$ cat src/rtl/rsd_pkg.sv
package rsd_pkg;

    localparam int SYM_W      = 8;
    localparam int PAIR_W     = 12;
    localparam int SUM_W      = 20;
    localparam int SQ_W       = 32;
    localparam int DIST_W     = 12;
    localparam int LEN_W      = 13;
    localparam int OUT_DATA_W = 104;

    localparam logic [PAIR_W-1:0] MAX12 = '1;
    localparam logic [SUM_W-1:0]  MAX20 = '1;
    localparam logic [SQ_W-1:0]   MAX32 = '1;
    localparam logic [LEN_W-1:0]  MAX13 = '1;

    // Per-symbol outcome of the table lookup, handed to the statistics stage.
    typedef struct packed {
        logic              hit;
        logic              done;
        logic              multi;
        logic [DIST_W-1:0] dist_clip;
        logic [SUM_W-1:0]  dist_full;
        logic [SQ_W-1:0]   dist_sq;
        logic [LEN_W-1:0]  seg_len;
    } rsd_hit_t;

endpackage

$ cat src/rtl/symbol_recurrence_distance_stats.sv
// The final item passes the lookup and hit registers before m_tvalid is registered.
// Throughput: one item per cycle unless m_tready stalls a segment end, set by the
// single read-modify-write of the last-position memory per item, forwarding between
// back-to-back items. Reset (aresetn low, synchronous) empties the pipeline, the
// seen flags and the running statistics; the position memory itself is not cleared.
module symbol_recurrence_distance_stats
    import rsd_pkg::*;
#(
    parameter int MAX_SEGMENT = 4096,
    parameter int SYMBOL_BITS = 8
) (
    input  logic                  aclk,
    input  logic                  aresetn,
    input  logic                  s_tvalid,
    output logic                  s_tready,
    input  logic [SYM_W-1:0]      s_tdata,   // [7:0] symbol
    input  logic                  s_tlast,
    output logic                  m_tvalid,
    input  logic                  m_tready,
    // [11:0] pair_count, [31:12] distance_sum, [63:32] distance_square_sum,
    // [75:64] distance_max, [87:76] distance_min, [100:88] segment_length
    output logic [OUT_DATA_W-1:0] m_tdata
);

    logic     s2_valid;
    rsd_hit_t s2_item;
    logic     take;

    rsd_lookup #(
        .MAX_SEGMENT(MAX_SEGMENT),
        .SYMBOL_BITS(SYMBOL_BITS)
    ) u_lookup (
        .aclk    (aclk),
        .aresetn (aresetn),
        .s_tvalid(s_tvalid),
        .s_tready(s_tready),
        .s_tdata (s_tdata),
        .s_tlast (s_tlast),
        .take    (take),
        .s2_valid(s2_valid),
        .s2_item (s2_item)
    );

    rsd_accum u_accum (
        .aclk    (aclk),
        .aresetn (aresetn),
        .s2_valid(s2_valid),
        .s2_item (s2_item),
        .take    (take),
        .m_tvalid(m_tvalid),
        .m_tready(m_tready),
        .m_tdata (m_tdata)
    );

endmodule

$ cat src/rtl/rsd_lookup.sv
module rsd_lookup
    import rsd_pkg::*;
#(
    parameter int MAX_SEGMENT = 4096,
    parameter int SYMBOL_BITS = 8
) (
    input  logic             aclk,
    input  logic             aresetn,
    input  logic             s_tvalid,
    output logic             s_tready,
    input  logic [SYM_W-1:0] s_tdata,
    input  logic             s_tlast,
    input  logic             take,
    output logic             s2_valid,
    output rsd_hit_t         s2_item
);

    localparam int TABLE = 1 << SYMBOL_BITS;
    localparam int PW    = $clog2(MAX_SEGMENT);
    localparam logic [PW-1:0] POS_LAST = PW'(MAX_SEGMENT - 1);

    logic [PW-1:0]          pos_mem [TABLE];

    logic                   s1_valid_reg;
    logic [SYMBOL_BITS-1:0] s1_sym_reg;
    logic                   s1_last_reg;
    logic [PW-1:0]          rd_pos_reg;
    logic                   fwd_reg;
    logic [PW-1:0]          fwd_pos_reg;
    logic [PW-1:0]          pos_reg;
    logic [TABLE-1:0]       seen_reg;
    logic [1:0]             distinct_reg;
    logic [1:0]             distinct_next;
    logic                   s2_valid_reg;
    rsd_hit_t               s2_item_reg;
    rsd_hit_t               hit_next;

    logic [15:0]            sym_wide;
    logic [SYMBOL_BITS-1:0] sym_in;
    logic                   accept;
    logic                   s1_adv;
    logic                   seen;
    logic                   done;
    logic [PW-1:0]          prev_pos;
    logic [PW-1:0]          rec_dist;
    logic [31:0]            dist32;
    logic [2*PW-1:0]        sq_full;
    logic [PW:0]            len_wide;

    assign sym_wide = 16'(s_tdata);
    assign sym_in   = sym_wide[SYMBOL_BITS-1:0];

    assign s1_adv   = s1_valid_reg && (!s2_valid_reg || take);
    assign s_tready = !s1_valid_reg || s1_adv;
    assign accept   = s_tvalid && s_tready;

    always_comb begin
        seen     = seen_reg[s1_sym_reg];
        // The item ahead wrote this entry in the cycle this one was read.
        prev_pos = fwd_reg ? fwd_pos_reg : rd_pos_reg;
        rec_dist = pos_reg - prev_pos;
        dist32   = 32'(rec_dist);
        sq_full  = (2*PW)'(rec_dist) * (2*PW)'(rec_dist);
        len_wide = {1'b0, pos_reg} + (PW+1)'(1);
        done     = s1_last_reg || (pos_reg == POS_LAST);
        if (seen) begin
            distinct_next = distinct_reg;
        end else if (distinct_reg == 2'd2) begin
            distinct_next = distinct_reg;
        end else begin
            distinct_next = distinct_reg + 2'd1;
        end
        hit_next.hit       = seen;
        hit_next.done      = done;
        hit_next.multi     = (distinct_next == 2'd2);
        hit_next.dist_clip = (dist32 > 32'(MAX12)) ? MAX12 : dist32[DIST_W-1:0];
        hit_next.dist_full = SUM_W'(rec_dist);
        hit_next.dist_sq   = SQ_W'(sq_full);
        hit_next.seg_len   = (32'(len_wide) > 32'(MAX13)) ? MAX13 : LEN_W'(len_wide);
    end

    always_ff @(posedge aclk) begin
        if (s1_adv) begin
            pos_mem[s1_sym_reg] <= pos_reg;
        end
        if (accept) begin
            rd_pos_reg <= pos_mem[sym_in];
        end
    end

    always_ff @(posedge aclk) begin
        if (accept) begin
            s1_sym_reg  <= sym_in;
            s1_last_reg <= s_tlast;
            fwd_reg     <= s1_adv && (s1_sym_reg == sym_in);
            fwd_pos_reg <= pos_reg;
        end
        if (s1_adv) begin
            s2_item_reg <= hit_next;
        end
    end

    always_ff @(posedge aclk) begin
        if (!aresetn) begin
            s1_valid_reg <= 1'b0;
            s2_valid_reg <= 1'b0;
            pos_reg      <= '0;
            seen_reg     <= '0;
            distinct_reg <= '0;
        end else begin
            if (accept) begin
                s1_valid_reg <= 1'b1;
            end else if (s1_adv) begin
                s1_valid_reg <= 1'b0;
            end
            if (s1_adv) begin
                s2_valid_reg <= 1'b1;
            end else if (take) begin
                s2_valid_reg <= 1'b0;
            end
            if (s1_adv) begin
                if (done) begin
                    pos_reg      <= '0;
                    seen_reg     <= '0;
                    distinct_reg <= '0;
                end else begin
                    pos_reg              <= pos_reg + PW'(1);
                    seen_reg[s1_sym_reg] <= 1'b1;
                    distinct_reg         <= distinct_next;
                end
            end
        end
    end

    assign s2_valid = s2_valid_reg;
    assign s2_item  = s2_item_reg;

    // A repeat always lies strictly earlier in the segment.
    a_repeat_nonzero: assert property (@(posedge aclk) disable iff (!aresetn)
        s1_valid_reg && seen |-> pos_reg != prev_pos)
        else $error("repeat with zero distance");

    a_segment_clear: assert property (@(posedge aclk) disable iff (!aresetn)
        s1_adv && done |=> pos_reg == '0 && seen_reg == '0 && distinct_reg == 2'd0)
        else $error("segment state not cleared");

    a_stage_hold: assert property (@(posedge aclk) disable iff (!aresetn)
        s2_valid_reg && !take |=> s2_valid_reg)
        else $error("stalled item dropped");

endmodule

$ cat src/rtl/rsd_accum.sv
module rsd_accum
    import rsd_pkg::*;
(
    input  logic                  aclk,
    input  logic                  aresetn,
    input  logic                  s2_valid,
    input  rsd_hit_t              s2_item,
    output logic                  take,
    output logic                  m_tvalid,
    input  logic                  m_tready,
    output logic [OUT_DATA_W-1:0] m_tdata
);

    localparam int PAD_W = OUT_DATA_W - (PAIR_W + SUM_W + SQ_W + 2*DIST_W + LEN_W);

    logic [PAIR_W-1:0]     pair_reg;
    logic [SUM_W-1:0]      sum_reg;
    logic [SQ_W-1:0]       sq_reg;
    logic [DIST_W-1:0]     max_reg;
    logic [DIST_W-1:0]     min_reg;
    logic                  m_valid_reg;
    logic [OUT_DATA_W-1:0] m_data_reg;

    logic [PAIR_W-1:0]     pair_next;
    logic [SUM_W-1:0]      sum_next;
    logic [SQ_W-1:0]       sq_next;
    logic [DIST_W-1:0]     max_next;
    logic [DIST_W-1:0]     min_next;
    logic [DIST_W-1:0]     min_out;
    logic [SUM_W:0]        sum_wide;
    logic [SQ_W:0]         sq_wide;
    logic                  out_free;

    assign out_free = !m_valid_reg || m_tready;
    assign take     = s2_valid && (!s2_item.done || out_free);

    always_comb begin
        sum_wide  = {1'b0, sum_reg} + {1'b0, s2_item.dist_full};
        sq_wide   = {1'b0, sq_reg} + {1'b0, s2_item.dist_sq};
        pair_next = pair_reg;
        sum_next  = sum_reg;
        sq_next   = sq_reg;
        max_next  = max_reg;
        min_next  = min_reg;
        if (s2_item.hit) begin
            pair_next = (pair_reg == MAX12) ? MAX12 : pair_reg + PAIR_W'(1);
            sum_next  = sum_wide[SUM_W] ? MAX20 : sum_wide[SUM_W-1:0];
            sq_next   = sq_wide[SQ_W] ? MAX32 : sq_wide[SQ_W-1:0];
            if (s2_item.dist_clip > max_reg) begin
                max_next = s2_item.dist_clip;
            end
            if (s2_item.dist_clip < min_reg) begin
                min_next = s2_item.dist_clip;
            end
        end
        // With two or more distinct symbols in the segment, the reported minimum is forced to zero.
        min_out = s2_item.multi ? '0 : min_next;
    end

    always_ff @(posedge aclk) begin
        if (take && s2_item.done) begin
            m_data_reg <= {PAD_W'(0), s2_item.seg_len, min_out, max_next,
                           sq_next, sum_next, pair_next};
        end
    end

    always_ff @(posedge aclk) begin
        if (!aresetn) begin
            m_valid_reg <= 1'b0;
            pair_reg    <= '0;
            sum_reg     <= '0;
            sq_reg      <= '0;
            max_reg     <= '0;
            min_reg     <= MAX12;
        end else begin
            if (take && s2_item.done) begin
                m_valid_reg <= 1'b1;
            end else if (m_tready) begin
                m_valid_reg <= 1'b0;
            end
            if (take) begin
                if (s2_item.done) begin
                    pair_reg <= '0;
                    sum_reg  <= '0;
                    sq_reg   <= '0;
                    max_reg  <= '0;
                    min_reg  <= MAX12;
                end else begin
                    pair_reg <= pair_next;
                    sum_reg  <= sum_next;
                    sq_reg   <= sq_next;
                    max_reg  <= max_next;
                    min_reg  <= min_next;
                end
            end
        end
    end

    assign m_tvalid = m_valid_reg;
    assign m_tdata  = m_data_reg;

    // Totals only move when a pair is scored.
    a_no_pair_no_stats: assert property (@(posedge aclk) disable iff (!aresetn)
        pair_reg == '0 |-> sum_reg == '0 && sq_reg == '0 && max_reg == '0
                           && min_reg == MAX12)
        else $error("statistics without a scored pair");

    a_end_clears: assert property (@(posedge aclk) disable iff (!aresetn)
        take && s2_item.done |=> pair_reg == '0 && m_valid_reg)
        else $error("segment end not handled");

endmodule
$ cat config.mk
export PLATFORM = sky130hd
export DESIGN_NAME = symbol_recurrence_distance_stats
export DESIGN_NICKNAME = d
export VERILOG_FILES = /design/src/rtl/rsd_pkg.sv /design/src/rtl/symbol_recurrence_distance_stats.sv /design/src/rtl/rsd_lookup.sv /design/src/rtl/rsd_accum.sv
export SDC_FILE = /design/constraint.sdc
export NUM_CORES = 2
export LEC_CHECK = 0
export BUFFER_PORTS_ARGS = -buffer_cell sky130_fd_sc_hd__buf_2
export CORE_ASPECT_RATIO = 0.6
export CORE_MARGIN = 2
export CORE_UTILIZATION = 50
export CTS_BUF_LIST = sky130_fd_sc_hd__clkbuf_4 sky130_fd_sc_hd__clkbuf_8
export CTS_CLUSTER_DIAMETER = 40
export DETAILED_ROUTE_END_ITERATION = 7
export HOLD_SLACK_MARGIN = 0.05
export PLACE_DENSITY = 0.68
export SYNTH_ARGS = -nofsm -noshare
export SYNTH_HDL_FRONTEND = slang
export SYNTH_SLANG_ARGS = --single-unit
export TNS_END_PERCENT = 20
$ cat constraint.sdc
create_clock -name aclk -period 9.9 [get_ports aclk]
set_input_delay 1.485 -clock aclk [delete_from_list [all_inputs] [get_ports aclk]]
set_output_delay 1.485 -clock aclk [all_outputs]
set_load 0.005 [all_outputs]
==> flow_summary.toml <==
[synthesis]
synthesis.area_per_instance_um2 = 20.5
synth_edf_count = 3257
synth_area_um2 = 144000
dominant_combinational_cell_family_by_area_after_synthesis = "multiplexers"
yosys-mux-area-fraction_pct = 17.3
synth_unique_cells = 63
synth-adder-area-share_pct = 2.23
ys.flop_type = "edfxtp_1"
synthArstFlopShare_pct = 0
synth_simple_gate_area_share_pct = 2.35
synth-xor-area-share_pct = 0.515
synth-compound-area-share_pct = 3.25
synthesis.instances = 7062
ys_ff_latch = 3618
synth_sequential_area_ratio_pct = 72.7
synth.yosys.warnings = 0

[cells_and_area]
largest_register_ffs = 3072
num-nets-final = 7836
filler_cell_count = 21100
share_of_post_route_cells_with_drive_strength_above_1_pct = 30.9
layout.cells.most_common = "edfxtp_1"
final_cell_mix = "edfxtp_1, mux4_2, clkbuf_8"
flow.area_growth_from_synthesis_pct = 11.9
fin_util_pct = 56.4

[timing]
rsz0062_at_grt = "no"
whs_ns = 0.418
min_period_ns = 9.15
transition_at_the_pin_with_the_smallest_max_transition_slack_ns = 1.40
slew_violations = 0
setup-tns-final_ns = 0
hold_viol_final = 0
max_slew_margin_pct = 6.71
final.period_utilization_pct = 92.4
fmaxAchievable_ghz = 0.109
fin_skew_ns = 0.104
setup-violations-final = 0

[drt]
drt_iter0_markers = 11100
wl_per_cell_um = 30.8
via_per_inst = 6.26
via_count = 74400
totalWireLength_mm = 366
ant_nets = 0
detailedRoute.firstPassIterationCount = 6
drc = 0

[floorplan]
core_area_um2 = 287000
full_die_area_um2 = 293000
std_cell_rows = 152
floorplan.initialDensity_pct = 50.4
io-pin-count = 119
height_of_the_chip_um = 420
die_w_um = 698

[worst_setup_path]
reg2regPathDepth = 27
worstPathBufferInverterCount = 4
r2r_start = "u_lookup.fwd_reg"
critical-path-slowest-cell = "nor3_1"
critical_path.max_fanout = 12
worst-path-stages = 27
cpMostUsedCell = "fa_1"
rr_endpoint = "u_lookup.s2_item[35]"
cp-start-kind = "flop"
path_class = "reg -> reg"
crit_path_end_kind = "flop"
cp_top_family = "adder cells"
crit_required_ns = 10.65
critPathArrivalTime_ns = 9.90
critPathLaunch = "u_lookup.fwd_reg"
cpPeakStageDelay_ns = 1.05
crit_end = "u_lookup.s2_item[35]"
reg2reg_setup_slack_ns = 0.75

[power]
fin_total_pwr_uw = 34200
p_per_area_nw_per_um2 = 211
irDropWorstVdd_mv = 0.548
leakage_power_summed_over_all_cells_uw = 0.0577

[outcome]
status = "complete, no violations"

[grt]
overflow = 0
grt_first_pass_wirelength_mm = 525
largest_net_degree_at_the_start_of_global_routing = 189
grt_pass1_vias = 72600
grt_antenna_before_repair = 25
global_route.usage.total_pct = 24.8

[clock_tree]
cts_hold_repair.buffers = 0
cts.sink_count = 3618
clk_pin_slew_ns = 0.06
insertion_delay_ns = 1.04
cts-htree-levels = 6
cts_buffers = 530
post_cts_resize_count = 0
clock-root-buffer = "clkbuf_8"
cts.repair_timing.setup_buffer_count = 0
tritoncts_clock_tree = "yes"
max-clock-path-buffers = 4

[placed_design]
io_buffer_count = 115
dp_hpwl_mm = 220
gp_routability_congestion = 0.840

[job]
cap_violations = 0

[min_path]
hp-class = "reg -> reg"
layout make-up:
| cell class | instances | area [um2] | area share (%) |
|---|---|---|---|
| repair buffers | 390 | 2950 | 1.82 |
| multi-input cells | 2859 | 37400 | 23.1 |
| diodes | 5 | 12.5 | 0.00774 |
| clock buffers | 767 | 9320 | 5.77 |
| clock inverters | 177 | 1280 | 0.795 |
| well taps | 3850 | 4820 | 2.98 |
| inverters | 215 | 807 | 0.499 |
| flip-flops and latches | 3618 | 105000 | 65.0 |
kinds of logic after synthesis:
| logic type | count (synthesis) |
|---|---|
| flip-flops | 3618 |
| multiplexers | 1127 |
| AND/OR/NAND/NOR | 766 |
| AO/OA/AOI/OAI | 669 |
| buffers and inverters | 587 |
| adder cells (fa/ha/maj) | 209 |
| XOR/XNOR | 85 |
| other | 1 |
routing by layer:
layer	wire length [um]	track usage, %
met5	194	0.328
met1	160000	39.5
met4	7300	5.68
met3	46200	7.43
met2	152000	33.7
cell usage after synthesis, types with 77 or more instances:
| master | count | area [um2] |
|---|---|---|
| clkbuf_1 | 230 | 863 |
| fa_1 | 80 | 1600 |
| nand2_1 | 127 | 477 |
| nor2_1 | 407 | 1530 |
| mux4_2 | 1100 | 24800 |
| inv_1 | 210 | 788 |
| o21ai_0 | 91 | 455 |
| ha_1 | 129 | 1610 |
| dfxtp_1 | 361 | 7230 |
| edfxtp_1 | 3257 | 97800 |
| o21a_1 | 272 | 2040 |
| a21oi_1 | 78 | 390 |
| buf_2 | 77 | 385 |
worst reg2reg max path, delay by kind of cell (launching register included):
| family | cells | cell delay [ns] |
|---|---|---|
| AO/OA/AOI/OAI | 8 | 2.07 |
| XOR/XNOR | 1 | 0.09 |
| adder cells (fa/ha/maj) | 8 | 3.46 |
| buffers and inverters | 4 | 0.78 |
| flip-flops | 1 | 0.35 |
| multiplexers | 1 | 0.24 |
| AND/OR/NAND/NOR | 5 | 1.91 |
where the power goes:
| group | internal [uW] | switching [uW] |
|---|---|---|
| registers | 16800 | 55.8 |
| logic | 2180 | 2950 |
| clock network | 6450 | 5750 |
worst min-delay path by stage:
stage                    startpoint              endpoint  slack (ns)  cells past startpoint
6_report       u_lookup.s2_item[10]   u_accum.m_tdata[98]        0.42                      0
5_1_grt         u_lookup.s2_item[6]   u_accum.m_tdata[94]        0.43                      0
4_1_cts        u_lookup.s2_item[10]   u_accum.m_tdata[98]        0.42                      0
3_5_place_dp   u_lookup.s2_item[10]   u_accum.m_tdata[98]        0.40                      0
3_3_place_gp    u_lookup.s2_item[2]   u_accum.m_tdata[90]        0.41                      0
2_1_floorplan  u_lookup.s2_item[12]  u_accum.m_tdata[100]        0.40                      0
metrics by stage:
step / instance area [um2] / instances / worst slack [ns]
after global placement: 151000 / 10900 / 0.847
after floorplan: 144000 / 7064 / 0.229
after CTS: 162000 / 11900 / 0.824
after detailed placement: 151000 / 10900 / 0.890
final: 162000 / 11900 / 0.753
after global routing: 162000 / 11900 / 0.200
Note: power is estimated with default switching activity, not from simulation.
